**config.mk**
```make
export PLATFORM = sky130hd
export DESIGN_NAME = escaped_frame_encoder_core
export DESIGN_NICKNAME = d
export VERILOG_FILES = /design/src/rtl/efe_pkg.sv /design/src/rtl/escaped_frame_encoder_core.sv /design/src/rtl/efe_encode.sv
export SDC_FILE = /design/constraint.sdc
export NUM_CORES = 1
export LEC_CHECK = 0
export BUFFER_PORTS_ARGS = -buffer_cell sky130_fd_sc_hd__buf_2
export CAP_MARGIN = 20
export CORE_ASPECT_RATIO = 0.75
export CORE_UTILIZATION = 55
export CTS_CLUSTER_SIZE = 8
export DETAILED_ROUTE_END_ITERATION = 10
export PLACE_DENSITY = 0.76
export SETUP_SLACK_MARGIN = 0.02
export SLEW_MARGIN = 20
export SYNTH_ARGS = -nofsm -noshare
export SYNTH_HDL_FRONTEND = slang
export SYNTH_HIERARCHICAL = 1
export SYNTH_SLANG_ARGS = --single-unit
```
**constraint.sdc**
```tcl
create_clock -name clock -period 2.7 [get_ports clock]
set_clock_uncertainty 0.15 [all_clocks]
set_input_delay 0.135 -clock clock [delete_from_list [all_inputs] [get_ports clock]]
set_output_delay 0.135 -clock clock [all_outputs]
set_load 0.03 [all_outputs]
```
**src/rtl/efe_pkg.sv**
```systemverilog
// Package for the escaped frame encoder: framing byte codes, result sizes
// and the encoded group type shared by the encoder and the top level.
// Depends on nothing.
package efe_pkg;

   localparam logic [7:0] FrameStart  = 8'hAA;
   localparam logic [7:0] FrameEscape = 8'hBB;
   localparam logic [7:0] FrameStop   = 8'hCC;
   localparam logic [7:0] SubStart    = 8'h55;
   localparam logic [7:0] SubEscape   = 8'h44;
   localparam logic [7:0] SubStop     = 8'h33;

   localparam int MaxResults = 5;
   localparam int CountWidth = $clog2(MaxResults + 1);

   typedef logic [CountWidth-1:0] count_type;

   typedef struct packed {
      logic [MaxResults-1:0][7:0] line_bytes;
      count_type                  count;
      logic                       closes_frame;
   } group_type;

endpackage

```
**src/rtl/escaped_frame_encoder_core.sv**
```systemverilog
// Top level of the escaped frame encoder: request register, framing state,
// and a result shift register that sends one line byte per cycle while rsp_stall is low.
// Depends on efe_pkg and efe_encode.
//
//   Channel   Direction  Handshake             Payload
//   req_      in         req_valid/req_stall   req_payload_byte, req_ends_packet
//   rsp_      out        rsp_valid/rsp_stall   rsp_line_byte, rsp_frame_done, rsp_run_last
//
// Each request yields one to five line bytes, sent one per cycle from the result
// shift register while rsp_stall is low. A request is held in the request
// register and is encoded as it moves into the result register, which it may
// do in the cycle its predecessor's last byte is taken. Reset closes any open
// frame and clears the sum.
// A stall on the result side holds the current byte and fills the request side.
module escaped_frame_encoder_core (
   input  logic       clock,
   input  logic       reset,
   input  logic       req_valid,
   output logic       req_stall,
   input  logic [7:0] req_payload_byte,
   input  logic       req_ends_packet,
   output logic       rsp_valid,
   input  logic       rsp_stall,
   output logic [7:0] rsp_line_byte,
   output logic       rsp_frame_done,
   output logic       rsp_run_last
);

   logic                                in_valid_ff, in_valid_in;
   logic [7:0]                          in_byte_ff;
   logic                                in_ends_ff;
   logic                                inside_frame_ff, inside_frame_in;
   logic [7:0]                          running_sum_ff, running_sum_in;
   logic                                out_valid_ff, out_valid_in;
   logic [efe_pkg::MaxResults-1:0][7:0] out_bytes_ff, out_bytes_in;
   efe_pkg::count_type                  out_remain_ff, out_remain_in;
   logic                                out_closes_ff, out_closes_in;

   efe_pkg::group_type group;
   logic               inside_frame_next;
   logic [7:0]         running_sum_next;
   logic               out_take;
   logic               out_last;
   logic               move;
   logic               req_take;

   efe_encode u_encode (
      .payload_byte      (in_byte_ff),
      .ends_packet       (in_ends_ff),
      .inside_frame      (inside_frame_ff),
      .running_sum       (running_sum_ff),
      .group             (group),
      .inside_frame_next (inside_frame_next),
      .running_sum_next  (running_sum_next)
   );

   assign out_last  = out_remain_ff == efe_pkg::count_type'(1);
   assign out_take  = out_valid_ff && !rsp_stall;
   assign move      = in_valid_ff && (!out_valid_ff || (out_take && out_last));
   assign req_stall = in_valid_ff && !move;
   assign req_take  = req_valid && !req_stall;

   assign rsp_valid      = out_valid_ff;
   assign rsp_line_byte  = out_bytes_ff[0];
   assign rsp_run_last   = out_last;
   assign rsp_frame_done = out_last && out_closes_ff;

   always_comb begin
      in_valid_in     = in_valid_ff;
      inside_frame_in = inside_frame_ff;
      running_sum_in  = running_sum_ff;
      out_valid_in    = out_valid_ff;
      out_bytes_in    = out_bytes_ff;
      out_remain_in   = out_remain_ff;
      out_closes_in   = out_closes_ff;
      if (move) begin
         in_valid_in = 1'b0;
      end
      if (req_take) begin
         in_valid_in = 1'b1;
      end
      if (out_take) begin
         out_bytes_in  = {8'h00, out_bytes_ff[efe_pkg::MaxResults-1:1]};
         out_remain_in = out_remain_ff - efe_pkg::count_type'(1);
         if (out_last) begin
            out_valid_in = 1'b0;
         end
      end
      if (move) begin
         inside_frame_in = inside_frame_next;
         running_sum_in  = running_sum_next;
         out_valid_in    = 1'b1;
         out_bytes_in    = group.line_bytes;
         out_remain_in   = group.count;
         out_closes_in   = group.closes_frame;
      end
   end

   always_ff @(posedge clock) begin
      if (reset) begin
         in_valid_ff     <= 1'b0;
         inside_frame_ff <= 1'b0;
         running_sum_ff  <= 8'h00;
         out_valid_ff    <= 1'b0;
         out_remain_ff   <= '0;
      end else begin
         in_valid_ff     <= in_valid_in;
         inside_frame_ff <= inside_frame_in;
         running_sum_ff  <= running_sum_in;
         out_valid_ff    <= out_valid_in;
         out_remain_ff   <= out_remain_in;
      end
   end

   always_ff @(posedge clock) begin
      if (req_take) begin
         in_byte_ff <= req_payload_byte;
         in_ends_ff <= req_ends_packet;
      end
      out_bytes_ff  <= out_bytes_in;
      out_closes_ff <= out_closes_in;
   end

endmodule

```
**src/rtl/efe_encode.sv**
```systemverilog
// Combinational encoder: turns one raw byte into its group of line bytes
// and computes the next framing state. Depends on efe_pkg.
module efe_encode (
   input  logic [7:0]        payload_byte,
   input  logic              ends_packet,
   input  logic              inside_frame,
   input  logic [7:0]        running_sum,
   output efe_pkg::group_type group,
   output logic              inside_frame_next,
   output logic [7:0]        running_sum_next
);

   logic [7:0]          sum_add;
   efe_pkg::count_type  n;

   assign sum_add = running_sum + payload_byte;

   always_comb begin
      group = '0;
      n = '0;
      if (!inside_frame) begin
         group.line_bytes[n] = efe_pkg::FrameStart;
         n = n + efe_pkg::count_type'(1);
      end
      case (payload_byte)
         efe_pkg::FrameStart: begin
            group.line_bytes[n] = efe_pkg::FrameEscape;
            group.line_bytes[n + efe_pkg::count_type'(1)] = efe_pkg::SubStart;
            n = n + efe_pkg::count_type'(2);
         end
         efe_pkg::FrameEscape: begin
            group.line_bytes[n] = efe_pkg::FrameEscape;
            group.line_bytes[n + efe_pkg::count_type'(1)] = efe_pkg::SubEscape;
            n = n + efe_pkg::count_type'(2);
         end
         efe_pkg::FrameStop: begin
            group.line_bytes[n] = efe_pkg::FrameEscape;
            group.line_bytes[n + efe_pkg::count_type'(1)] = efe_pkg::SubStop;
            n = n + efe_pkg::count_type'(2);
         end
         default: begin
            group.line_bytes[n] = payload_byte;
            n = n + efe_pkg::count_type'(1);
         end
      endcase
      if (ends_packet) begin
         group.line_bytes[n] = sum_add;
         group.line_bytes[n + efe_pkg::count_type'(1)] = efe_pkg::FrameStop;
         n = n + efe_pkg::count_type'(2);
      end
      group.count = n;
      group.closes_frame = ends_packet;
   end

   assign inside_frame_next = !ends_packet;
   assign running_sum_next  = ends_packet ? 8'h00 : sum_add;

endmodule
```
==> flow_summary.toml <==
[status]
outcome = "finished clean"

[floorplan]
rows = 26
io_pins = 25
start_util_pct = 56.9
core_um2 = 6800
dieWidth_um = 98.8
die_area_um2 = 7370
die_h_um = 74.6

[layout]
layout_common_cells = "nand2_1 (132), edfxtp_1 (50), nor2_1 (28)"
syn_to_final_growth_pct = 15.2
finalNetCount = 504
drive_gt1_share_pct = 20.6
antenna_cells = 0
fin_util_pct = 65.5
final_area_um2 = 4450
layout_commonest_cell = "nand2_1"

[grt]
overflow = 0
grt_max_degree = 52
grt_usage_pct = 25.6
grt_pass1_vias = 2823
antenna_found_initial = 0
grt_first_pass_wirelength_um = 13900

[clocking]
root_buffer = "clkbuf_8"
clkSinkCount = 64
cts.clk_slew.worst_paths_ns = 0.07
h-tree-depth = 3
cts_tree = "done"
numCtsBuffers = 9
clockBufferDepth = 2
insertion_delay_ns = 0.35

[yosys]
yosys.area.top_type_share_pct = 38.8
synth_ff_type = "edfxtp_1"
syn_area_per_cell_um2 = 8.97
synthTopCellsByArea = "edfxtp_1 (39%), nand2_1 (13%), dfxtp_1 (7.2%)"
yosys_warnings = 6
synth-seq-cells = 64
synthSimpleGateAreaFrac_pct = 23.8
synth_compound_area_share_pct = 13.9
synth_enable_flop_cells = 50
synthCells = 431
synth_fa_ha_area_share_pct = 5.05
yosysSeqAreaShare_pct = 46.1
synth_cell_types = 58
async_reset_ff_share_pct = 0
muxShareOfSynthArea_pct = 0.647
synth_area_um2 = 3870
synth_top_area_cell = "edfxtp_1"
synth_xor_area_share_pct = 1.59
synth_top_family_by_area = "simple AND/OR/NAND/NOR gates"

[critical_path]
end_kind = "flop"
crit_arrival_ns = 2.62
crit_fanout = 5
path_class = "reg2reg"
cp.required_ns = 2.66
critPathLaunchType = "flop"

[flow_run]
drv_cap = 0

[place]
dp_hpwl_um = 6060
portBuffers = 24
dpl_cell_area_um2 = 4020
gp_congestion = 0.974

[pwr]
power_leakage_uw = 0.00185
irDropWorstVdd_uv = 352
power_density_nw_per_um2 = 551

[timing]
period_needed_ns = 2.67
rsz0062_at_grt = "yes"
setup_viol = 0
finalCritPeriodShare_pct = 98.7
drv_slew = 0
finalHoldViolations = 0
worstMarginPinSlew_ns = 0.668
max_freq_mhz = 375
slew_headroom_pct = 55.0

[routing]
route.final.wire_length_um = 9370
first_pass_iters = 7
drt-initial-drc-count = 211
postRouteAntennaNets = 0
vias = 3193
vias_per_cell = 5.65
remaining_drc_errors = 0
wire_per_inst_um = 16.6

[hold_path]
worstHoldPathType = "in2reg"
## what timing repair did
item                                    4_1_cts  5_1_grt
resized for setup                             1       17
endpoints found under the hold margin        10        0
hold buffers                                 10        0
pin swaps                                     0        2
setup buffers                                 0        8
endpoints found under the setup margin        1       34
## cells in the mapped netlist (2+ instances only)
library cell,number
o211ai_1,4
xor2_1,3
and4bb_2,2
nor3_1,2
a22oi_1,2
clkbuf_1,2
a211oi_1,3
and2_1,13
inv_1,16
buf_4,20
a21o_1,3
nor3b_1,3
buf_6,8
a21oi_2,10
and3_1,4
nand3_1,6
xnor2_1,4
nand2_1,133
nand4_1,2
o311ai_0,3
a21oi_1,23
buf_2,2
dfxtp_1,14
o22ai_1,5
nor2_1,31
ha_1,14
a31oi_1,5
clkinv_1,2
o21ai_0,12
edfxtp_1,50
nor2b_1,3
## final timing paths
check	startpoint	end	slack (ns)	cells after the start
setup / recovery	in_byte_ff[2]	out_bytes_ff[10]	0.03	13
hold reg to reg	running_sum_ff[3]	running_sum_ff[3]	0.34	2
setup reg to reg	in_byte_ff[2]	out_bytes_ff[10]	0.03	13
hold / removal	reset	rsp_valid	0.04	2
## critical path, cell delays in order (launching register included)
cell	delay [ns]
edfxtp_1	0.49
and4bb_2	0.39
o21ai_2	0.08
a21oi_2	0.17
inv_2	0.08
buf_6	0.13
ha_4	0.18
a21oi_4	0.15
nor2_2	0.06
a21o_1	0.19
a31oi_1	0.20
a21oi_1	0.06
nand2_1	0.06
nand2_1	0.05
## through the flow
stage / worst slack [ns] / power (µW) / std cells / hold WS, ns / setup TNS (ns)
after global routing: -0.0502 / 2560 / 565 / 0.0559 / -0.0756
after floorplan: 0.107 / 1540 / 434 / 0.0474 / 0
after global placement: 0.0828 / 1630 / 531 / 0.162 / 0
after CTS: 0.0235 / 2440 / 557 / 0.0371 / 0
final: 0.0347 / 2460 / 565 / 0.0438 / 0
after detailed placement: 0.0259 / 1640 / 531 / 0.164 / 0
## sequential cells by signal, indices dropped and copies added (netlist names)
signal and flops:
running_sum_ff 8, rsp_valid 1, in_valid_ff 1, in_byte_ff 8, out_closes_ff 1, out_remain_ff 3
in_ends_ff 1, out_bytes_ff 32, inside_frame_ff 1, rsp_line_byte 8
## per-layer routing
layer / GRT usage (%) / vias up / part of all wire, %
met3: 6.04 / 20 / 8.2
met2: 40.2 / 146 / 44
met5: 0 / - / 0
li1: - / 1550 / -
met1: 35.0 / 1477 / 46
met4: 10.3 / 0 / 2.0
## power breakdown
| part | total, µW | internal [µW] | switching [µW] | leakage (µW) |
|---|---|---|---|---|
| Combinational | 480 | 184 | 296 | 0.00117 |
| Sequential | 1190 | 1160 | 35.7 | 0.000593 |
| Clock | 783 | 418 | 366 | 0.0000922 |
## final cells by class
class,instances,area (µm²)
Timing Repair Buffer,64,474
Multi-Input combinational cell,317,1840
Fill cell,562,2340
Sequential cell,64,1780
Clock inverter,5,47.5
Clock buffer,11,131
Inverter,20,77.6
Tap cell,84,105
## kinds of logic (layout without fill, tap and decap cells)
kind of cell | after synthesis | count (layout)
AND/OR/NAND/NOR | 208 | 208
multiplexers | 2 | 2
AO/OA/AOI/OAI | 81 | 81
other | 1 | 4
XOR/XNOR | 7 | 7
flip-flops | 64 | 64
buffers and inverters | 53 | 100
adder cells (fa/ha/maj) | 15 | 15
(Power assumes the default switching activity.)
